[src/hdl/wtc_pkg.sv]
// shared constants and types of the word tokenize and count unit
package wtc_pkg;
    localparam int MAX_WORD_LEN = 16;
    localparam int TABLE_SLOTS  = 4096;
    localparam int WORD_W  = MAX_WORD_LEN * 8;
    localparam int LEN_W   = $clog2(MAX_WORD_LEN + 1);
    localparam int POS_W   = $clog2(MAX_WORD_LEN);
    localparam int SLOT_W  = $clog2(TABLE_SLOTS);
    localparam int PROBE_W = SLOT_W + 1;
    localparam int LIMIT_W = 13;

    localparam logic [31:0] FNV_BASIS = 32'd2166136261;
    localparam logic [31:0] FNV_PRIME = 32'd16777619;
    localparam int LIMIT_RAW = (TABLE_SLOTS * 7) / 10;
    localparam logic [LIMIT_W-1:0] LIMIT_RESET =
        (LIMIT_RAW > 8191) ? {LIMIT_W{1'b1}} : LIMIT_W'(LIMIT_RAW);

    localparam logic [1:0] ST_FOUND   = 2'd0;
    localparam logic [1:0] ST_INSERT  = 2'd1;
    localparam logic [1:0] ST_DROPPED = 2'd2;
    localparam logic [1:0] ST_FULL    = 2'd3;

    typedef struct packed {
        logic [WORD_W-1:0] chars;
        logic [31:0]       hash;
        logic [LEN_W-1:0]  len;
    } t_word;
endpackage

[src/hdl/wtc_fifo.sv]
// two-entry queue of finished words between tokenizer and table engine
module wtc_fifo import wtc_pkg::*; (
    input  logic  i_clk,
    input  logic  i_rst_n,
    input  logic  i_push,
    input  t_word i_word,
    input  logic  i_pop,
    output t_word o_word,
    output logic  o_full,
    output logic  o_empty
);
    t_word      r_mem [2];
    logic       r_wptr, r_rptr;
    logic [1:0] r_cnt;

    assign o_full  = (r_cnt == 2'd2);
    assign o_empty = (r_cnt == 2'd0);
    assign o_word  = r_mem[r_rptr];

    always_ff @(posedge i_clk) begin
        if (i_push) begin
            r_mem[r_wptr] <= i_word;
        end
    end

    always_ff @(posedge i_clk) begin
        if (!i_rst_n) begin
            r_wptr <= 1'b0;
            r_rptr <= 1'b0;
            r_cnt  <= 2'd0;
        end else begin
            if (i_push) r_wptr <= ~r_wptr;
            if (i_pop)  r_rptr <= ~r_rptr;
            r_cnt <= r_cnt + 2'(i_push) - 2'(i_pop);
        end
    end
endmodule

[config.mk]
export PLATFORM = sky130hd
export DESIGN_NAME = wtc_fifo
export DESIGN_NICKNAME = d
export VERILOG_FILES = /design/src/hdl/wtc_pkg.sv /design/src/hdl/wtc_fifo.sv
export SDC_FILE = /design/constraint.sdc
export NUM_CORES = 1
export LEC_CHECK = 0
export ABC_CLOCK_PERIOD_IN_PS = 11700
export BUFFER_PORTS_ARGS = -buffer_cell sky130_fd_sc_hd__buf_2
export CAP_MARGIN = 20
export CORE_ASPECT_RATIO = 1.75
export CORE_MARGIN = 3
export CORE_UTILIZATION = 54
export CTS_BUF_LIST = sky130_fd_sc_hd__clkbuf_4 sky130_fd_sc_hd__clkbuf_8
export CTS_CLUSTER_SIZE = 8
export DETAILED_ROUTE_END_ITERATION = 8
export PLACE_DENSITY = 0.88
export SLEW_MARGIN = 20
export SYNTH_ARGS = -nofsm -noshare
export SYNTH_HDL_FRONTEND = slang
export SYNTH_SLANG_ARGS = --single-unit
[constraint.sdc]
create_clock -name i_clk -period 11.7 [get_ports i_clk]
set_input_delay 2.34 -clock i_clk [delete_from_list [all_inputs] [get_ports i_clk]]
set_output_delay 2.34 -clock i_clk [all_outputs]
set_load 0.02 [all_outputs]
==> results of run 1 <==
## metrics by stage
stage	cells	setup WS (ps)	instance area, um^2	total power [mW]	utilization
floorplan	534	1489	12190	1.645	-
global placement	1153	7331	14100	1.736	0.6362
detailed placement	1153	7256	14100	1.748	0.6362
CTS	1217	6698	14890	2.545	0.6717
global route	1221	6633	14900	2.611	0.6721
finish	1221	6757	14900	2.517	0.6721
## cells in the final DEF, fill, tap and decap left out, drive strengths merged
master / n
buf: 341
edfxtp: 330
mux2: 165
clkbuf: 64
dfxtp: 5
diode: 4
and2: 4
nor2b: 4
inv: 2
ha: 2
nor2: 1
xor2: 1
o21a: 1
xnor3: 1
## tightest hold or removal path: stages (launching register included)
cell and delay (ps):
dfxtp_1 320, xor2_1 70, and2_1 150
## cell type report
type	count	area [um^2]	share of cell area
Sequential cell	335	10010	0.6722
Tap cell	296	370.4	0.02486
Inverter	2	7.507	0.0005040
Timing Repair Buffer	341	1722	0.1156
Multi-Input combinational cell	179	1986	0.1333
Clock buffer	64	787.0	0.05284
Antenna cell	4	10.01	0.0006720
## worst paths after layout
kind | cells past startpoint | to | slack, ps
min reg2reg | 2 | flip-flop | 560
min | 2 | flip-flop | 560
max reg2reg | 2 | r_mem[0][23]$_DFFE_PP_ | 9420
max | 3 | o_word[26] | 6760
## metal layers
| layer | wire length [um] | vias to the layer above | GRT usage |
|---|---|---|---|
| li1 | - | 2875 | - |
| met1 | 7695 | 3084 | 0.1924 |
| met2 | 13740 | 274 | 0.3538 |
| met3 | 1731 | 80 | 0.05939 |
| met4 | 1158 | 4 | 0.09873 |
| met5 | 22 | - | 0 |
## state kept, by name, indices dropped and copies added (netlist names), named ones only
signal	flops
r_cnt	2
r_rptr	1
r_mem	330
r_wptr	1
## power by group through the flow
| stage | registers (mW) | logic (mW) | clock network, mW |
|---|---|---|---|
| after floorplan | 1.44 | 0.208 | 0 |
| after global placement | 1.43 | 0.309 | 0 |
| after detailed placement | 1.43 | 0.316 | 0 |
| after CTS | 1.41 | 0.319 | 0.820 |
| after global routing | 1.41 | 0.334 | 0.866 |
| final | 1.41 | 0.314 | 0.796 |
## cell families after synthesis
kind of cell	Yosys count	share of synthesized area
flip-flops	335	0.8212
multiplexers	165	0.1524
buffers and inverters	20	0.01673
AND/OR/NAND/NOR	9	0.004413
XOR/XNOR	2	0.002566
adder cells (fa/ha/maj)	2	0.002053
AO/OA/AOI/OAI	1	0.0006161
==> metrics.yaml, run 1 <==
synth_commonest_cells: "edfxtp_1, mux2_2, buf_6, dfxtp_1"
path_class: "reg -> out"
cts_tree: "built"
post_cts_resized: 0
area_growth_pct: 22.20
drc: 0
synth_top_area_frac: 0.8130
detail_route.wl_per_cell_um: 19.94
fmax_ghz: 0.2023
hold_buffers: 0
post-route-period-util: 0.4225
required_ps: 9360
grt_pass1_vias: 6683
gr-total-overflow: 0
critPathLaunchType: "flip-flop"
synth_area_leader_cell: "edfxtp_1"
fin_skew_ps: 23.21
synthFlopType: "edfxtp_1"
coreArea_um2: 22160
seq_area_frac_synth: 0.8212
hold_viol: 0
switching_share: 0.2293
post_cts_buffers: 0
end_kind: "output pin"
synth_cells: 534
clock_latency_ps: 550
fin_setup_tns_ps: 0
vias_per_cell: 5.174
synth-seq-cells: 335
p_switching_uw: 577.1
antenna_found_initial: 6
n_fill_cell: 1462
cts_sinks: 335
worstReg2RegStart: "r_wptr$_SDFFE_PN0P_"
chipWidth_um: 119.6
whs_ps: 560.8
ir_drop_v: 0.0001254
row_count: 72
place_congestion: 0.7767
p_comb_frac: 0.125
clockBufferDepth: 3
synth_area_um2: 12190
power_frac_seq: 0.559
synth_fp_nets: 705
worst-path-buf-inv: 2
path_cells: "buf_4 -> mux2_2 -> buf_2"
cap_violations: 0
initial_core_util: 0.5500
leakagePower_nw: 5.598
grt_max_degree: 85
cpMaxStageDelayCell: "buf_4"
postRouteAntennaNets: 0
dr.pass1.iters: 6
post_synth.cell_area_avg_um2: 22.83
cts_max_level: 2
grt_use_total: 0.1921
path_clk_slew_ps: 60
clkPwrFrac: 0.316
drt_wl_total_um: 24350
setup_viol: 0
cp_max_fo: 84
synth.most_common_cell: "edfxtp_1"
boundaryPins: 336
rsz0062_at_grt: "no"
min_from: "r_rptr$_SDFFE_PN0P_"
slew_headroom: 0.2493
synth_edf_count: 330
drt-initial-drc-count: 476
synthArstFlopShare: 0
cts-root-buf: "clkbuf_8"
internal_power_mw: 1.939
grt_pass1_wl_um: 35690
yosys.cell_types.count: 13
min_period_ps: 4943
worst_pin_slew_ps: 1126
layout-drive-gt1-share: 0.6221
crit_arrival_ps: 2600
maxSlewViolCount: 0
dp_hpwl_um: 16660
status: "finished, final reports clean"
layout.nets: 1078
cts_buffers: 48
synth_area_leaders: "edfxtp_1, mux2_2, buf_6, dfxtp_1, and2_1"
max_stage_delay_ps: 840
yosysWarnings: 0
via_count: 6317
io_buffers: 335
dieArea_um2: 24480
power.density_nw_per_um2: 168.9
hold_class: "reg -> reg"
critPathTopFamily: "buffers and inverters"
die_h_um: 204.8
Power figures use the tool's default switching activity.
==> run 2, diff against run 1 <==
--- a/config.mk
+++ b/config.mk
@@ -5,16 +5,17 @@
 export SDC_FILE = /design/constraint.sdc
 export NUM_CORES = 1
 export LEC_CHECK = 0
-export ABC_CLOCK_PERIOD_IN_PS = 11700
+export ABC_AREA = 1
+export ABC_CLOCK_PERIOD_IN_PS = 4000
 export BUFFER_PORTS_ARGS = -buffer_cell sky130_fd_sc_hd__buf_2
 export CAP_MARGIN = 20
 export CORE_ASPECT_RATIO = 1.75
 export CORE_MARGIN = 3
-export CORE_UTILIZATION = 54
+export CORE_UTILIZATION = 49
 export CTS_BUF_LIST = sky130_fd_sc_hd__clkbuf_4 sky130_fd_sc_hd__clkbuf_8
 export CTS_CLUSTER_SIZE = 8
 export DETAILED_ROUTE_END_ITERATION = 8
-export PLACE_DENSITY = 0.88
+export PLACE_DENSITY = 0.84
 export SLEW_MARGIN = 20
 export SYNTH_ARGS = -nofsm -noshare
 export SYNTH_HDL_FRONTEND = slang
==> constraint.sdc (replaced) <==
create_clock -name i_clk -period 4 [get_ports i_clk]
set_input_delay 0.8 -clock i_clk [delete_from_list [all_inputs] [get_ports i_clk]]
set_output_delay 0.8 -clock i_clk [all_outputs]
set_load 0.02 [all_outputs]
==> run 2 against run 1 <==
Effect of this change:
- core utilization decreased by 4.9 points
- via count increased by 1.2%
- register-to-register slack got worse by 7200 ps
- cell area increased by 1.3%
- clock power increased to 3.2 times the previous value
- flip-flop and latch count unchanged
- global-route usage decreased by 0.35 points
- power increased to 3.0 times the previous value
- largest cell class unchanged
- largest power group unchanged
- highest routed layer is now met4
==> metrics.yaml, run 2 <==
power.density_nw_per_um2: 494.4  # +190%
fin_setup_tns_ps: 0  # unchanged
initial_core_util: 0.5035  # -0.04656
synth.most_common_cell: "edfxtp_1"
yosysWarnings: 0  # unchanged
fmax_ghz: 0.3240
layout_commonest_cell: "buf_2"
synth_fp_nets: 717  # +1.7%
min_period_ps: 3087
end_kind: "output pin"
via_count: 6394  # +1.2%
drc: 0  # unchanged
vias_per_cell: 5.083  # -1.8%
synth-seq-cells: 335  # unchanged
synth_area_leaders: "edfxtp_1, mux2_2, buf_6, dfxtp_1, nor2_1"
synthFlopType: "edfxtp_1"
post_cts_buffers: 0  # unchanged
path_clk_slew_ps: 60  # about the same
fin_skew_ps: 12.70  # -10.51 ps
die_h_um: 214.6  # +4.8%
worst-path-buf-inv: 2  # unchanged
synth_top_area_frac: 0.8130  # unchanged
n_fill_cell: 1732  # +18%
final_cell_mix: "buf_2, edfxtp_1, mux2_2, clkbuf_8, clkbuf_4"
cts_sinks: 335  # unchanged
required_ps: 3200  # -6160 ps
path_cells: "buf_12 -> mux2_2 -> buf_2"
drt_wl_total_um: 25840  # +6.1%
gr-total-overflow: 0  # unchanged
cts-root-buf: "clkbuf_8"
post_synth.cell_area_avg_um2: 22.32  # -2.2%
highest_layer: "met4"
grt_max_degree: 85  # unchanged
max_stage_delay_ps: 720  # -120 ps
route.met3.wl_um: 1672  # -3.4%
yosys.cell_types.count: 11  # -2
maxSlewViolCount: 0  # unchanged
path_class: "reg -> out"
hold_class: "in -> reg"
power_mw: 7.460  # +200%
synth_cells: 546  # +2.2%
synthArstFlopShare: 0  # unchanged
dp_hpwl_um: 17690  # +6.2%
synth_area_leader_cell: "edfxtp_1"
wl_met2_um: 14350  # +4.5%
place_congestion: 0.8102  # +4.3%
dr.pass1.iters: 4  # -2
cts_buffers: 49  # +2.1%
boundaryPins: 336  # unchanged
status: "finished, final reports clean"
postRouteAntennaNets: 0  # unchanged
io_buffers: 335  # unchanged
dieArea_um2: 26880  # +9.8%
grt_use_total: 0.1886  # -0.003491
hold_buffers: 0  # unchanged
slew_headroom: 0.5207  # +0.2715
ir_drop_v: 0.0004600  # +270%
synth_edf_count: 330  # unchanged
cpMaxStageDelayCell: "dfxtp_4"
layout-drive-gt1-share: 0.6164  # -0.005784
coreArea_um2: 24210  # +9.2%
cts_tree: "built"
area_growth_pct: 23.80
clockBufferDepth: 3  # unchanged
synth_area_um2: 12190  # unchanged
grt_pass1_wl_um: 38740  # +8.6%
wl_met1_um: 8455  # +9.9%
reg_top3: "r_mem (330), r_cnt (2)"
chipWidth_um: 125.2  # +4.7%
post-route-period-util: 0.7717
layout.nets: 1093  # +1.4%
synth_commonest_cells: "edfxtp_1, mux2_2, buf_6, nor2_1, nand2_1"
detail_route.wl_per_cell_um: 20.54  # +3.0%
drt-initial-drc-count: 337  # -29%
critPathTopFamily: "flip-flops"
row_count: 75  # +4.2%
setup_viol: 0  # unchanged
crit_arrival_ps: 2290  # -310 ps
cap_violations: 0  # unchanged
hold_viol: 0  # unchanged
seq_area_frac_synth: 0.8212  # unchanged
cp_max_fo: 66  # -21%
antenna_found_initial: 9  # +3
grt_pass1_vias: 7176  # +7.4%
regMostFlops: "r_mem"
cts_max_level: 2  # unchanged
leakagePower_nw: 5.677  # +1.4%
critPathLaunchType: "flip-flop"
largest_reg_flops: 330  # unchanged
rsz0062_at_grt: "no"
clock_latency_ps: 560  # about the same
worst_pin_slew_ps: 717.2  # -408.9 ps
post_cts_resized: 0  # unchanged
run 2: cell count changes in the layout (fill, tap and decap cells not counted), sizes merged, moves of 3 or more:
cell | previous run | this run
nor2 | 1 | 9
nor2b | 4 | 0
diode | 4 | 9
and2 | 4 | 0
nand2 | 0 | 8
inv | 2 | 6
clkinvlp | 0 | 3
run 2: path summary, 6_finish.rpt:
path / slack, ps / end / cells past startpoint / startpoint
worst max-delay path: 910 / o_word[49] / 3 / flip-flop
worst min-delay path: 420 / r_mem[1][115]$_DFFE_PP_ / 1 / i_word[115]
worst max register to register: 2260 / r_mem[1][23]$_DFFE_PP_ / 3 / r_wptr$_SDFFE_PN0P_
worst min register to register: 520 / r_rptr$_SDFFE_PN0P_ / 2 / r_rptr$_SDFFE_PN0P_
run 2: kinds of logic (layout without fill, tap and decap cells):
logic type	count (synthesis)	count (layout)	share of synthesized area
adder cells (fa/ha/maj)	2	2	0.002053
AND/OR/NAND/NOR	18	18	0.005645
flip-flops	335	335	0.8212
multiplexers	165	165	0.1524
other	0	9	0
AO/OA/AOI/OAI	1	1	0.0004102
buffers and inverters	25	420	0.01827
run 2: power by group:
group / switching [mW] / internal, mW
registers: 0.0565 / 4.07
logic: 0.500 / 0.328
clock network: 1.15 / 1.35
total: 1.71 / 5.75
run 2: final cells by class:
class	instances	area, um^2	area share
inverters	7	30.03	0.001990
repair buffers	343	1812	0.1201
clock inverters	4	48.80	0.003234
flip-flops and latches	335	10010	0.6635
well taps	308	385.4	0.02554
diodes	9	22.52	0.001492
multi-input cells	186	1964	0.1302
clock buffers	66	814.5	0.05398
run 2: metal layers:
metal,track usage,up-vias
met1,0.1875,3121
li1,-,2912
met5,0,-
met2,0.3458,279
met3,0.05010,82
met4,0.1125,0
run 2: through the flow:
| stage | std cells | worst slack, ps | util | hold slack, ps | cell area [um^2] |
|---|---|---|---|---|---|
| 3_5_place_dp | 1179 | 1475 | 0.5867 | 508.6 | 14200 |
| 6_report | 1258 | 913.2 | 0.6233 | 422.7 | 15090 |
| 4_1_cts | 1249 | 848.8 | 0.6224 | 374.3 | 15070 |
| 3_3_place_gp | 1179 | 1491 | 0.5867 | 475.9 | 14200 |
| 2_1_floorplan | 546 | 255.3 | - | 463.5 | 12200 |
| 5_1_grt | 1258 | 768.7 | 0.6233 | 368.1 | 15090 |
==> run 3, diff against run 2 <==
--- a/config.mk
+++ b/config.mk
@@ -6,16 +6,16 @@
 export NUM_CORES = 1
 export LEC_CHECK = 0
 export ABC_AREA = 1
-export ABC_CLOCK_PERIOD_IN_PS = 4000
+export ABC_CLOCK_PERIOD_IN_PS = 2900
 export BUFFER_PORTS_ARGS = -buffer_cell sky130_fd_sc_hd__buf_2
 export CAP_MARGIN = 20
 export CORE_ASPECT_RATIO = 1.75
 export CORE_MARGIN = 3
-export CORE_UTILIZATION = 49
+export CORE_UTILIZATION = 54
 export CTS_BUF_LIST = sky130_fd_sc_hd__clkbuf_4 sky130_fd_sc_hd__clkbuf_8
 export CTS_CLUSTER_SIZE = 8
 export DETAILED_ROUTE_END_ITERATION = 8
-export PLACE_DENSITY = 0.84
+export PLACE_DENSITY = 0.88
 export SLEW_MARGIN = 20
 export SYNTH_ARGS = -nofsm -noshare
 export SYNTH_HDL_FRONTEND = slang
==> constraint.sdc (replaced) <==
create_clock -name i_clk -period 2.9 [get_ports i_clk]
set_input_delay 0.58 -clock i_clk [delete_from_list [all_inputs] [get_ports i_clk]]
set_output_delay 0.58 -clock i_clk [all_outputs]
set_load 0.02 [all_outputs]
==> run 3 against run 2 <==
Effect of this change:
- hold slack worse by 230 ps
- first-iteration DRC count is 29% higher
- register-to-register slack worse by 970 ps
- combinational power is 39% higher
- non-clock buffer count is 5 higher
- die area is 8.9% lower
- worst setup slack worse by 720 ps
- critical path type unchanged
- largest cell class unchanged
- largest power group unchanged
- highest routed layer is now met5
==> metrics.yaml, run 3 (synthesis results as in run 2) <==
coreArea_um2: 22160  # -8.5%
final_cell_mix: "buf_2, edfxtp_1, mux2_2, clkbuf_8"
p_switching_mw: 2.281  # +34%
cts-root-buf: "clkbuf_8"
fmax_ghz: 0.3701
place_congestion: 0.8444  # +4.2%
chipWidth_um: 119.6  # -4.5%
switching_share: 0.2299  # +0.0009706
grt_pass1_vias: 6912  # -3.7%
end_kind: "output pin"
postRouteAntennaNets: 0  # unchanged
worstReg2RegStart: "r_wptr$_SDFFE_PN0P_"
crit_path_end: "o_word[98]"
dieArea_um2: 24480  # -8.9%
cts_max_level: 2  # unchanged
power.density_nw_per_um2: 660.4  # +34%
clkPwrFrac: 0.310  # -0.026
post_cts_resized: 0  # unchanged
vias_per_cell: 5.143  # +1.2%
p_comb_frac: 0.116  # +0.005
clockBufferDepth: 3  # unchanged
row_count: 72  # -4.0%
worst_pin_slew_ps: 628.4  # -88.81 ps
leakagePower_nw: 5.639  # -0.66%
min_from: "i_word[73]"
layout-drive-gt1-share: 0.6152  # -0.001146
dr.pass1.iters: 4  # unchanged
via_count: 6341  # -0.83%
path_clk_slew_ps: 60  # about the same
cts_sinks: 335  # unchanged
cts_buffers: 48  # -2.0%
rsz0062_at_grt: "no"
grt_pass1_wl_um: 36400  # -6.0%
finalNonFillerCells: 1233  # -2.0%
largest_reg_flops: 330  # unchanged
place_area_um2: 14280  # +0.54%
hold_viol: 0  # unchanged
maxSlewViolCount: 0  # unchanged
setup_viol: 0  # unchanged
drc: 0  # unchanged
post_cts_buffers: 0  # unchanged
cap_violations: 0  # unchanged
cp_max_fo: 30  # -55%
critPathLaunchType: "flip-flop"
die_h_um: 204.8  # -4.6%
status: "finished, final reports clean"
critPathTopFamily: "flip-flops"
required_ps: 2320  # -880 ps
detail_route.wl_per_cell_um: 20.03  # -2.5%
internal_power_mw: 7.639  # +33%
path_cells: "buf_4 -> mux2_2 -> buf_2"
layout_commonest_cell: "buf_2"
regMostFlops: "r_mem"
grt_max_degree: 62  # -27%
ir_drop_v: 0.0004449  # -3.3%
postLayoutCellArea_um2: 15020  # -0.47%
dpl.cell_count: 1172  # -0.59%
post-route-period-util: 0.9317
gr-total-overflow: 0  # unchanged
drt_wl_total_um: 24690  # -4.4%
area_growth_pct: 23.22
power_mw: 9.919  # +33%
r2r_cells: 3  # unchanged
slew_headroom: 0.5811  # +0.06034
cts_tree: "built"
io_buffers: 335  # unchanged
cp.depth: 3  # unchanged
worst-path-buf-inv: 2  # unchanged
power_frac_seq: 0.574  # +0.021
min_period_ps: 2702
boundaryPins: 336  # unchanged
r2r_slack_ps: 1290  # -970 ps
hold_class: "in -> reg"
initial_core_util: 0.5500  # +0.04656
path_class: "reg -> out"
r2r-end: "r_mem[1][88]$_DFFE_PP_"
grt_use_total: 0.1975  # +0.008843
fin_skew_ps: 21.78  # +9.080 ps
clock_latency_ps: 570  # about the same
dp_hpwl_um: 17010  # -3.9%
antenna_found_initial: 5  # -4
cpMaxStageDelayCell: "dfxtp_4"
hold_buffers: 0  # unchanged
layout.nets: 1097  # +0.37%
max_stage_delay_ps: 670  # -50 ps
fin_util: 0.6777  # +0.05443
fin_setup_tns_ps: 0  # unchanged
crit_arrival_ps: 2120  # -170 ps
reg_top3: "r_mem (330), r_cnt (2)"
drt-initial-drc-count: 436  # +29%
==> run 3: layout make-up <==
cell class                      instances  area [um^2]
Inverter                                7        42.54
Timing Repair Buffer                  348         1874
Sequential cell                       335        10010
Clock buffer                           53        704.4
Fill cell                            1463         7142
Tap cell                              296        370.4
Antenna cell                            4        10.01
Multi-Input combinational cell        186         1981
Clock inverter                          4        23.77
==> run 3: worst register-to-register path: cells and delay by family, from the launching register on <==
kind / cells / cell delay, ps
flip-flops: 1 / 490
AND/OR/NAND/NOR: 1 / 70
buffers and inverters: 2 / 630
==> run 3: per-stage QoR <==
step	setup slack (ps)	hold WS, ps
2_1_floorplan	-562.1	463.5
3_3_place_gp	788.5	476.5
3_5_place_dp	753.1	498.4
4_1_cts	93.45	136.1
5_1_grt	76.46	154.2
6_report	198.0	191.4
==> run 3: power by group through the flow <==
| stage | Sequential [mW] | Clock, mW | Combinational (mW) |
|---|---|---|---|
| 2_1_floorplan | 5.77 | 0 | 0.727 |
| 3_3_place_gp | 5.77 | 0 | 1.13 |
| 3_5_place_dp | 5.79 | 0 | 1.16 |
| 4_1_cts | 5.69 | 3.20 | 1.16 |
| 5_1_grt | 5.71 | 3.37 | 1.22 |
| 6_report | 5.69 | 3.08 | 1.15 |
==> run 3: worst min-delay path by stage <==
stage / cells after the start / end / slack (ps)
final: 1 / r_mem[0][73]$_DFFE_PP_ / 190
after CTS: 1 / r_mem[0][11]$_DFFE_PP_ / 140
after global placement: 2 / r_rptr$_SDFFE_PN0P_ / 480
after detailed placement: 2 / flip-flop / 500
after floorplan: 2 / flip-flop / 460
after global routing: 1 / r_mem[0][29]$_DFFE_PP_ / 150
==> run 3: layer usage <==
layer  routed length (um)  up-vias  part of all wire  global-route usage
met5                   13        -           0.00053                   0
met4                 1149        2             0.047              0.1073
met3                 1666       67             0.067             0.05635
met2                13960      275              0.57              0.3663
met1                 7903     3099              0.32              0.1957
li1                     -     2898                 -                   -
