==> src/hdl/wtc_pkg.sv <==
// shared constants and types of the word tokenize and count unit
package wtc_pkg;
    localparam int MAX_WORD_LEN = 16;
    localparam int TABLE_SLOTS  = 4096;
    localparam int WORD_W  = MAX_WORD_LEN * 8;
    localparam int LEN_W   = $clog2(MAX_WORD_LEN + 1);
    localparam int POS_W   = $clog2(MAX_WORD_LEN);
    localparam int SLOT_W  = $clog2(TABLE_SLOTS);
    localparam int PROBE_W = SLOT_W + 1;
    localparam int LIMIT_W = 13;

    localparam logic [31:0] FNV_BASIS = 32'd2166136261;
    localparam logic [31:0] FNV_PRIME = 32'd16777619;
    localparam int LIMIT_RAW = (TABLE_SLOTS * 7) / 10;
    localparam logic [LIMIT_W-1:0] LIMIT_RESET =
        (LIMIT_RAW > 8191) ? {LIMIT_W{1'b1}} : LIMIT_W'(LIMIT_RAW);

    localparam logic [1:0] ST_FOUND   = 2'd0;
    localparam logic [1:0] ST_INSERT  = 2'd1;
    localparam logic [1:0] ST_DROPPED = 2'd2;
    localparam logic [1:0] ST_FULL    = 2'd3;

    typedef struct packed {
        logic [WORD_W-1:0] chars;
        logic [31:0]       hash;
        logic [LEN_W-1:0]  len;
    } t_word;
endpackage

==> src/hdl/wtc_front.sv <==
// tokenizer: lowercases bytes, builds the pending word and its fnv-1a hash
module wtc_front import wtc_pkg::*; (
    input  logic       i_clk,
    input  logic       i_rst_n,
    input  logic       i_accept,
    input  logic [7:0] i_text_byte,
    input  logic       i_flush,
    output logic       o_push,
    output t_word      o_word
);
    logic [WORD_W-1:0] r_chars, n_chars;
    logic [31:0]       r_hash, n_hash;
    logic [LEN_W-1:0]  r_len, n_len;
    logic              r_discard, n_discard;

    logic              upper, letter;
    logic [7:0]        c;
    logic [WORD_W-1:0] app_chars;
    logic [31:0]       app_hash;
    logic [LEN_W-1:0]  app_len;

    assign upper  = (i_text_byte >= 8'h41) && (i_text_byte <= 8'h5a);
    assign letter = upper || ((i_text_byte >= 8'h61) && (i_text_byte <= 8'h7a));
    assign c      = upper ? i_text_byte + 8'd32 : i_text_byte;
    assign app_hash = (r_hash ^ {24'd0, c}) * FNV_PRIME;
    assign app_len  = r_len + LEN_W'(1);

    always_comb begin
        app_chars = r_chars;
        for (int k = 0; k < MAX_WORD_LEN; k++) begin
            if (r_len[POS_W-1:0] == POS_W'(k)) begin
                app_chars[k*8 +: 8] = c;
            end
        end
    end

    always_comb begin
        n_chars   = r_chars;
        n_hash    = r_hash;
        n_len     = r_len;
        n_discard = r_discard;
        o_push    = 1'b0;
        o_word    = '{chars: r_chars, hash: r_hash, len: r_len};
        if (i_accept) begin
            if (i_flush) begin
                n_discard = 1'b0;
                if (r_len != '0) begin
                    o_push = 1'b1;
                    n_chars = '0;
                    n_hash  = FNV_BASIS;
                    n_len   = '0;
                end
            end else if (r_discard) begin
                n_discard = 1'b0;
            end else if (r_len == '0 && !letter) begin
                n_len = r_len;
            end else if (r_len != '0 && !letter && i_text_byte != 8'h27) begin
                o_push  = 1'b1;
                n_chars = '0;
                n_hash  = FNV_BASIS;
                n_len   = '0;
            end else if (app_len == LEN_W'(MAX_WORD_LEN)) begin
                // full-length word ends here, the next byte is dropped
                o_push    = 1'b1;
                o_word    = '{chars: app_chars, hash: app_hash, len: app_len};
                n_discard = 1'b1;
                n_chars   = '0;
                n_hash    = FNV_BASIS;
                n_len     = '0;
            end else begin
                n_chars = app_chars;
                n_hash  = app_hash;
                n_len   = app_len;
            end
        end
    end

    always_ff @(posedge i_clk) begin
        if (!i_rst_n) begin
            r_chars   <= '0;
            r_hash    <= FNV_BASIS;
            r_len     <= '0;
            r_discard <= 1'b0;
        end else begin
            r_chars   <= n_chars;
            r_hash    <= n_hash;
            r_len     <= n_len;
            r_discard <= n_discard;
        end
    end
endmodule

==> config.mk <==
export PLATFORM = sky130hd
export DESIGN_NAME = wtc_front
export DESIGN_NICKNAME = d
export VERILOG_FILES = /design/src/hdl/wtc_pkg.sv /design/src/hdl/wtc_front.sv
export SDC_FILE = /design/constraint.sdc
export NUM_CORES = 1
export LEC_CHECK = 0
export BUFFER_PORTS_ARGS = -buffer_cell sky130_fd_sc_hd__buf_2
export CAP_MARGIN = 20
export CORE_MARGIN = 4
export CORE_UTILIZATION = 45
export CTS_CLUSTER_DIAMETER = 120
export DETAILED_ROUTE_END_ITERATION = 16
export GPL_TIMING_DRIVEN = 0
export HOLD_SLACK_MARGIN = 0.12
export PLACE_DENSITY = 0.64
export SETUP_SLACK_MARGIN = 0.1
export SYNTH_ARGS = -nofsm -noshare
export SYNTH_HDL_FRONTEND = slang
export SYNTH_SLANG_ARGS = --single-unit
==> constraint.sdc <==
create_clock -name i_clk -period 12.5 [get_ports i_clk]
set_input_delay 2.5 -clock i_clk [delete_from_list [all_inputs] [get_ports i_clk]]
set_output_delay 2.5 -clock i_clk [all_outputs]
set_load 0.05 [all_outputs]
==> results of run 1 <==
==> cell usage after synthesis (all sizes together) (10+ instances only) <==
library cell	number	share of area
o21a	10	0.0056
nand2b	14	0.0065
buf	25	0.0092
fa	74	0.11
dfxtp	166	0.25
mux2	60	0.050
and2	21	0.0098
clkbuf	123	0.034
a21o	21	0.012
a21oi	37	0.014
nand3	17	0.0063
xnor2	31	0.020
ha	191	0.18
a22oi	64	0.036
o21ai	46	0.017
nand2	94	0.027
nor3	11	0.0045
nor2	173	0.048
inv	188	0.053
o22ai	11	0.0051
xor2	15	0.011
a32oi	55	0.036
==> stage by stage <==
stage / hold slack [ns] / instance area [um^2] / util
floorplan: 0.431 / 13400 / -
global route: 0.500 / 15400 / 0.532
global placement: 0.443 / 14700 / 0.508
finish: 0.463 / 15400 / 0.532
detailed placement: 0.451 / 14800 / 0.509
CTS: 0.467 / 15300 / 0.529
==> critical path: stages <==
cell and delay (ns):
sky130_fd_sc_hd__buf_2 0.24, sky130_fd_sc_hd__nor2_1 0.11, sky130_fd_sc_hd__a211o_1 0.32, sky130_fd_sc_hd__nor3_2 0.31, sky130_fd_sc_hd__a21oi_4 0.16, sky130_fd_sc_hd__clkbuf_4 0.28, sky130_fd_sc_hd__xor2_4 0.34, sky130_fd_sc_hd__ha_1 0.30
sky130_fd_sc_hd__ha_1 0.23, sky130_fd_sc_hd__fa_1 0.47, sky130_fd_sc_hd__ha_1 0.22, sky130_fd_sc_hd__fa_1 0.45, sky130_fd_sc_hd__ha_1 0.29, sky130_fd_sc_hd__inv_1 0.04, sky130_fd_sc_hd__fa_1 0.48, sky130_fd_sc_hd__inv_1 0.04
sky130_fd_sc_hd__ha_1 0.36, sky130_fd_sc_hd__and4_1 0.28, sky130_fd_sc_hd__and3_1 0.19, sky130_fd_sc_hd__a221o_1 0.38, sky130_fd_sc_hd__o2111ai_2 0.30, sky130_fd_sc_hd__a211oi_1 0.11, sky130_fd_sc_hd__o21a_1 0.20, sky130_fd_sc_hd__or3_1 0.34
sky130_fd_sc_hd__a31oi_1 0.29, sky130_fd_sc_hd__buf_2 0.32
==> what timing repair did <==
action / CTS / global route
hold buffers: 0 / 0
gates resized for setup: 3 / 11
endpoints found under the setup margin: 12 / 4
==> sequential cells by signal (all words and copies together) (netlist names) <==
signal     count
r_chars      128
r_len          5
r_hash        32
r_discard      1
==> layer usage <==
metal,wire [um],part of all wire
met4,1200,0.029
met1,17300,0.41
met5,38,0.00091
met3,3470,0.083
met2,19800,0.47
==> how the worst max path moves through the flow <==
| stage | start | end | slack, ns |
|---|---|---|---|
| 6_report | i_text_byte[4] | o_word[36] | 0.43 |
| 5_1_grt | i_text_byte[4] | o_word[36] | 0.13 |
| 4_1_cts | i_text_byte[4] | o_word[36] | 0.19 |
| 3_5_place_dp | i_text_byte[4] | o_word[36] | -0.53 |
| 3_3_place_gp | i_text_byte[2] | o_word[36] | -0.47 |
| 2_1_floorplan | i_text_byte[2] | o_word[29] | 0.62 |
==> logic make-up after synthesis <==
group / after synthesis / synth area share
simple gates: 369 / 0.123
buf+inv: 337 / 0.0966
mux: 60 / 0.0504
fa+ha+maj: 265 / 0.289
flops: 166 / 0.248
compound gates: 300 / 0.161
xor+xnor: 46 / 0.0315
==> area by class of cell <==
cell class	count	area, um^2	area share
clock buffer	21	470	0.0305
timing repair buffer	174	873	0.0566
clock inverter	11	111	0.00722
tap	384	480	0.0311
sequential	166	3320	0.215
inverter	189	709	0.0460
multi-input combinational	1040	8870	0.575
buffer	147	586	0.0380
==> results_dict.tcl, run 1 <==
set metrics [dict create \
    dp.cells 2101 \
    arrival_ns 9.57 \
    routed-via-count 11952 \
    cts_inserted_buffers 17 \
    hold-path-endpoint "r_chars[117]" \
    initial_core_util 0.462 \
    floorplan.io_pins 178 \
    rr_worst_depth 18 \
    finalNetCount 2012 \
    fp.coreArea_mm2 0.0290 \
    netlist_instances 1543 \
    worstReg2RegEnd "r_hash[25]" \
    cts.clk_slew.worst_paths_ns 0.07 \
    io_buffers 173 \
    dominantRegCellSynth "sky130_fd_sc_hd__dfxtp_1" \
    drive_gt1_frac 0.170 \
    finalSetupTns_ns 0 \
    antenna-diode-count 0 \
    netlist_area_mm2 0.0134 \
    grt_max_degree 19 \
    layout_min_cycle_time_ns 12.07 \
    routedWlPerCell_um 19.6 \
    max_cap_viol_count 0 \
    layout.cells.most_common "sky130_fd_sc_hd__ha_1" \
    die_width_um 181 \
    ys_types 66 \
    num_rows 62 \
    critical_path_start_end_classification "in2out" \
    timing.critical_path.required_ns 10.00 \
    clock-sinks 166 \
    worst-slew-pin-transition_ns 0.981 \
    status "completed" \
    route.final.wire_length_um 41800 \
    hold_path_depth 2 \
    slew_headroom 0.344 \
    synth-seq-area-share 0.248 \
    flow.area_growth_from_synthesis_pct 15.1 \
    postSynthAreaPerCell_um2 8.69 \
    syn_nets 1820 \
    initialDrtViolationCount 1027 \
    post-cts-setup-buffers 0 \
    dieArea_mm2 0.0326 \
    async_reset_ff_frac 0 \
    mostFrequentLayoutCells "sky130_fd_sc_hd__ha_1, sky130_fd_sc_hd__buf_2, sky130_fd_sc_hd__inv_1, sky130_fd_sc_hd__nor2_1, sky130_fd_sc_hd__dfxtp_1" \
    post_route_skew_ns 0.00996 \
    clockRootBuffer "sky130_fd_sc_hd__clkbuf_16" \
    ys_warn_count 0 \
    dpl.hpwl_um 32100 \
    drc 0 \
    fp.dieH_um 181 \
    drt-pass1-iter-count 8 \
    grtUsageMet2 0.426 \
    final_min_period_over_clock_period 0.966 \
    grt_remaining_overflow 0 \
    detail_route.vias_per_cell 5.61 \
    detailedPlace.worstSlack_ns -0.535 \
    cts_tree "done" \
    busiest_layer "met2" \
    setup_viol 0 \
    rsz_0062_raised_after_global_routing "false" \
    timing_max_transition_violations_final 0 \
    route.antenna.remaining_nets 0 \
    ys_ff_latch 166 \
    finish.cell_count_without_fillers 2132 \
    global_route.usage.total 0.252 \
    worstSetupStartpointType "primary input" \
    grt_first_pass_wirelength_um 65600 \
    fmaxAchievable_ghz 0.0828 \
    worst-r2r-setup-slack_ns 6.21 \
    number_of_enable_type_register_cells_in_the_synthesized_netlist 0 \
    holdCritStartpoint "r_chars[117]" \
    peak_fanout_along_the_critical_path 10 \
    worstHoldPathType "reg2reg" \
    global_route.usage.met3 0.0428 \
    fill_cells 2789 \
    number_of_global_route_vias_before_repair 11920 \
    clk_path_buf_depth 2 \
    r2r-start "r_hash[3]" \
    place.gp.congestion 0.890 \
    grt_antenna_before_repair 3 \
    finalHoldViolations 0 \
    groute.layer.met1.usage 0.333 \
    layout_setup_ws_ns 0.426 \
    cts-htree-levels 4 \
    end_kind "output pin" \
    worst_skew_pair.late_latency_ns 0.44 \
]
Power of run 1 is left out: the tool's default activity adds up to more than one toggle a clock period on the data nets, which glitch-free logic cannot reach.
==> run 2: changes to the inputs <==
CTS_BUF_LIST = sky130_fd_sc_hd__clkbuf_8   (was not set)
==> results_dict.tcl, run 2 (synthesized netlist as in run 1, its figures left out) <==
set metrics [dict create \
    status "completed" \
    peak_fanout_along_the_critical_path 18 \
    detailedPlace.worstSlack_ns -0.535 \
    clk_path_buf_depth 2 \
    dp.cells 2101 \
    worstHoldPathType "reg2reg" \
    slew_headroom 0.333 \
    cts_tree "done" \
    grt_antenna_before_repair 3 \
    place.gp.congestion 0.890 \
    fmaxAchievable_ghz 0.0824 \
    hold_path_depth 2 \
    final_min_period_over_clock_period 0.971 \
    route.final.wire_length_um 41800 \
    die_width_um 181 \
    fill_cells 2808 \
    drive_gt1_frac 0.170 \
    arrival_ns 9.64 \
    timing.critical_path.required_ns 10.00 \
    worstSetupStartpointType "primary input" \
    worst-slew-pin-transition_ns 0.998 \
    floorplan.io_pins 178 \
    fp.coreArea_mm2 0.0290 \
    layout_min_cycle_time_ns 12.14 \
    fp.dieH_um 181 \
    largest_registers "r_chars (128), r_hash (32), r_len (5)" \
    setup_viol 0 \
    worst_skew_pair.late_latency_ns 0.47 \
    timing_max_transition_violations_final 0 \
    post_route_skew_ns 0.0118 \
    routedWlPerCell_um 19.6 \
    finalSetupTns_ns 0 \
    registers.top_by_ff_count "r_chars" \
    clock-sinks 166 \
    finalNetCount 2012 \
    cts-htree-levels 4 \
    clockRootBuffer "sky130_fd_sc_hd__clkbuf_8" \
    dpl.hpwl_um 32100 \
    num_rows 62 \
    initialDrtViolationCount 1004 \
    largest_register_ffs 128 \
    rr_worst_depth 18 \
    number_of_global_route_vias_before_repair 11871 \
    mostFrequentLayoutCells "sky130_fd_sc_hd__ha_1, sky130_fd_sc_hd__inv_1, sky130_fd_sc_hd__buf_2, sky130_fd_sc_hd__nor2_1, sky130_fd_sc_hd__dfxtp_1" \
    end_kind "output pin" \
    routed-via-count 12034 \
    io_buffers 173 \
    layout.cells.most_common "sky130_fd_sc_hd__ha_1" \
    finish.cell_count_without_fillers 2133 \
    finalHoldViolations 0 \
    max_cap_viol_count 0 \
    route.antenna.remaining_nets 0 \
    layout_setup_ws_ns 0.361 \
    detail_route.vias_per_cell 5.64 \
    global_route.usage.total 0.252 \
    grt_max_degree 19 \
    grt_remaining_overflow 0 \
    initial_core_util 0.462 \
    dieArea_mm2 0.0326 \
    flow.area_growth_from_synthesis_pct 13.6 \
    rsz_0062_raised_after_global_routing "false" \
    critical_path_start_end_classification "in2out" \
    cts.hold.buffers_added 0 \
    cts_inserted_buffers 17 \
    grt_first_pass_wirelength_um 65500 \
    cts.clk_slew.worst_paths_ns 0.10 \
    drc 0 \
    drt-pass1-iter-count 6 \
]
[run 2: area by class of cell]
| type | instances | area, um^2 | area share |
|---|---|---|---|
| Clock inverter | 12 | 115 | 0.00756 |
| Antenna cell | 1 | 2.50 | 0.000164 |
| Sequential cell | 166 | 3320 | 0.218 |
| Tap cell | 384 | 480 | 0.0315 |
| Multi-Input combinational cell | 1040 | 8860 | 0.582 |
| Buffer | 147 | 586 | 0.0384 |
| Timing Repair Buffer | 174 | 876 | 0.0575 |
| Clock buffer | 20 | 275 | 0.0181 |
| Inverter | 189 | 709 | 0.0466 |
[run 2: metal layers]
layer | GRT usage | part of all wire
met1 | 0.336 | 0.42
met3 | 0.0375 | 0.074
met5 | 0 | 0.00081
met4 | 0.0690 | 0.028
met2 | 0.427 | 0.47
[run 2: critical path, stage by stage]
cell and delay (ns):
sky130_fd_sc_hd__buf_2 0.24, sky130_fd_sc_hd__nor2_1 0.11, sky130_fd_sc_hd__a211o_1 0.33, sky130_fd_sc_hd__nor3_2 0.31, sky130_fd_sc_hd__a21o_1 0.18, sky130_fd_sc_hd__buf_6 0.23, sky130_fd_sc_hd__xor2_2 0.36, sky130_fd_sc_hd__ha_1 0.31
sky130_fd_sc_hd__ha_1 0.30, sky130_fd_sc_hd__fa_1 0.45, sky130_fd_sc_hd__ha_1 0.22, sky130_fd_sc_hd__fa_1 0.45, sky130_fd_sc_hd__ha_1 0.29, sky130_fd_sc_hd__inv_1 0.04, sky130_fd_sc_hd__fa_1 0.48, sky130_fd_sc_hd__inv_1 0.04
sky130_fd_sc_hd__ha_1 0.37, sky130_fd_sc_hd__and4_1 0.28, sky130_fd_sc_hd__and3_1 0.19, sky130_fd_sc_hd__a221o_1 0.37, sky130_fd_sc_hd__o2111ai_2 0.29, sky130_fd_sc_hd__a211oi_1 0.12, sky130_fd_sc_hd__o21a_1 0.20, sky130_fd_sc_hd__or3_1 0.34
sky130_fd_sc_hd__a31oi_1 0.30, sky130_fd_sc_hd__clkbuf_4 0.31
[run 2: worst paths after layout]
check            startpoint      endpoint  slack, ns
max reg2reg       r_hash[3]    r_hash[25]       6.18
max          i_text_byte[4]    o_word[36]       0.36
min            r_chars[117]  r_chars[117]       0.47
min reg2reg    r_chars[117]  r_chars[117]       0.47
[run 2: stage by stage]
stage	hold slack (ns)	utilization	instance area, um^2
after floorplan	0.431	-	13400
after global placement	0.443	0.508	14700
after detailed placement	0.451	0.509	14800
after CTS	0.474	0.522	15200
after global routing	0.506	0.525	15200
final	0.469	0.525	15200
[run 2: repair_timing]
item                       CTS  global route
setup buffers                0             0
setup endpoints to repair   12             4
gates resized for setup      3            11
Power of run 2 is left out for the same reason.
==> run 3: changes to the inputs <==
CORE_UTILIZATION = 55   (was 45)
PLACE_DENSITY = 0.76   (was 0.64)
clock period = 14.9 ns   (was 12.5 ns; I/O delays follow)
==> results_dict.tcl, run 3 (synthesized netlist as in run 1, its figures left out) <==
set metrics [dict create \
    clockRootBuffer "sky130_fd_sc_hd__clkbuf_8" \
    multiInputGateArea_mm2 0.00878 \
    post_route_skew_ns 0.0134 \
    layout_min_cycle_time_ns 14.16 \
    cts.hold.buffers_added 0 \
    slew_headroom 0.205 \
    route.antenna.remaining_nets 0 \
    finalSetupTns_ns 0 \
    worst_skew_pair.late_latency_ns 0.48 \
    grt_remaining_overflow 0 \
    arrival_ns 11.18 \
    final_min_period_over_clock_period 0.950 \
    cts-resized-gates 0 \
    fmaxAchievable_ghz 0.0706 \
    clock-sinks 166 \
    routed-via-count 12030 \
    critical_path_start_end_classification "in2out" \
    worstSetupStartpointType "primary input" \
    status "completed" \
    route.final.wire_length_um 40100 \
    fp.coreArea_mm2 0.0238 \
    registers.top_by_ff_count "r_chars" \
    end_kind "output pin" \
    r2r-start "r_hash[6]" \
    timing.critical_path.required_ns 11.92 \
    cts_inserted_buffers 17 \
    worstReg2RegEnd "r_hash[25]" \
    grt_max_degree 17 \
    rsz_0062_raised_after_global_routing "false" \
    hold-path-endpoint "r_chars[117]" \
    hold_path_depth 2 \
    grt_first_pass_wirelength_um 63900 \
    rr_worst_depth 19 \
    grt_antenna_before_repair 5 \
    worstHoldPathType "reg2reg" \
    drive_gt1_frac 0.165 \
    fill_cells 2099 \
    mostFrequentLayoutCells "sky130_fd_sc_hd__ha_1, sky130_fd_sc_hd__buf_2, sky130_fd_sc_hd__inv_1, sky130_fd_sc_hd__nor2_1, sky130_fd_sc_hd__dfxtp_1" \
    largest_registers "r_chars (128), r_hash (32), r_len (5)" \
    worst-r2r-setup-slack_ns 8.65 \
    final_core_util 0.635 \
    dpl.hpwl_um 30600 \
    global_route.usage.total 0.303 \
    finalHoldViolations 0 \
    timing_max_transition_violations_final 0 \
    initial_core_util 0.564 \
    die_width_um 164 \
    worst-slew-pin-transition_ns 1.18 \
    peak_fanout_along_the_critical_path 10 \
    layout.cells.most_common "sky130_fd_sc_hd__ha_1" \
    routedWlPerCell_um 19.4 \
    clk_path_buf_depth 2 \
    num_rows 56 \
    floorplan.io_pins 178 \
    number_of_global_route_vias_before_repair 12093 \
    io_buffers 173 \
    setup_viol 0 \
    post-cts-setup-buffers 0 \
    flow.area_growth_from_synthesis_pct 12.6 \
    detail_route.vias_per_cell 5.81 \
    finalNetCount 2012 \
    drc 0 \
    place.gp.congestion 0.928 \
    cts-htree-levels 4 \
    dieArea_mm2 0.0269 \
    largest_register_ffs 128 \
    drt-pass1-iter-count 5 \
    fp.dieH_um 164 \
    initialDrtViolationCount 1118 \
    cts.clk_slew.worst_paths_ns 0.08 \
    holdCritStartpoint "r_chars[117]" \
    max_cap_viol_count 0 \
    cts_tree "done" \
    regArea_mm2 0.00332 \
]
==> run 3: cell count changes in the layout (fill, tap and decap cells not counted), sizes merged <==
| cell | change |
|---|---|
| clkinvlp | +2 |
| inv | -2 |
| bufinv | +1 |
| clkinv | -1 |
| diode | +1 |
==> run 3: how the worst max path moves through the flow <==
stage / from / endpoint / slack, ns
after CTS: i_text_byte[2] / o_word[36] / 0.89
final: i_text_byte[2] / o_word[36] / 0.74
after global placement: i_text_byte[2] / o_word[36] / 0.98
after global routing: i_text_byte[2] / o_word[36] / 0.49
after floorplan: i_text_byte[2] / o_word[29] / 2.06
after detailed placement: i_text_byte[2] / o_word[36] / 0.92
==> run 3: area by class of cell <==
type / instances / area share
tap: 319 / 0.0264
timing repair buffer: 173 / 0.0574
buffer: 148 / 0.0388
clock buffer: 20 / 0.0182
inverter: 189 / 0.0470
sequential: 166 / 0.220
multi-input combinational: 1040 / 0.582
antenna: 2 / 0.000332
clock inverter: 12 / 0.00953
==> run 3: worst max-delay path: stages <==
cell                        delay, ns
sky130_fd_sc_hd__buf_4           0.17
sky130_fd_sc_hd__nor3_1          0.20
sky130_fd_sc_hd__a211o_1         0.22
sky130_fd_sc_hd__nor3_2          0.08
sky130_fd_sc_hd__a21oi_1         0.65
sky130_fd_sc_hd__clkbuf_1        0.73
sky130_fd_sc_hd__xor2_1          0.78
sky130_fd_sc_hd__ha_1            0.37
sky130_fd_sc_hd__ha_1            0.31
sky130_fd_sc_hd__fa_1            0.44
sky130_fd_sc_hd__ha_1            0.22
sky130_fd_sc_hd__fa_1            0.45
sky130_fd_sc_hd__ha_1            0.29
sky130_fd_sc_hd__inv_1           0.05
sky130_fd_sc_hd__fa_1            0.47
sky130_fd_sc_hd__inv_1           0.04
sky130_fd_sc_hd__ha_1            0.36
sky130_fd_sc_hd__and4_1          0.24
sky130_fd_sc_hd__and3_1          0.20
sky130_fd_sc_hd__a221o_1         0.37
sky130_fd_sc_hd__o2111ai_2       0.28
sky130_fd_sc_hd__a211oi_1        0.12
sky130_fd_sc_hd__o21a_1          0.20
sky130_fd_sc_hd__or3_1           0.34
sky130_fd_sc_hd__a31oi_1         0.28
sky130_fd_sc_hd__buf_2           0.32
==> run 3: per-layer routing <==
| metal | wire length (um) | global-route usage | share of wire |
|---|---|---|---|
| met5 | 39 | 0 | 0.00097 |
| met4 | 1870 | 0.145 | 0.047 |
| met3 | 3110 | 0.0434 | 0.077 |
| met2 | 18500 | 0.489 | 0.46 |
| met1 | 16600 | 0.402 | 0.41 |
==> run 3: through the flow <==
step / area [um^2] / std cells / worst slack [ns] / hold slack, ns
2_1_floorplan: 13400 / 1543 / 2.06 / 0.431
3_3_place_gp: 14700 / 2035 / 0.985 / 0.442
3_5_place_dp: 14700 / 2035 / 0.919 / 0.451
4_1_cts: 15100 / 2067 / 0.890 / 0.470
5_1_grt: 15100 / 2068 / 0.489 / 0.494
6_report: 15100 / 2069 / 0.742 / 0.475
Power of run 3 is left out for the same reason.
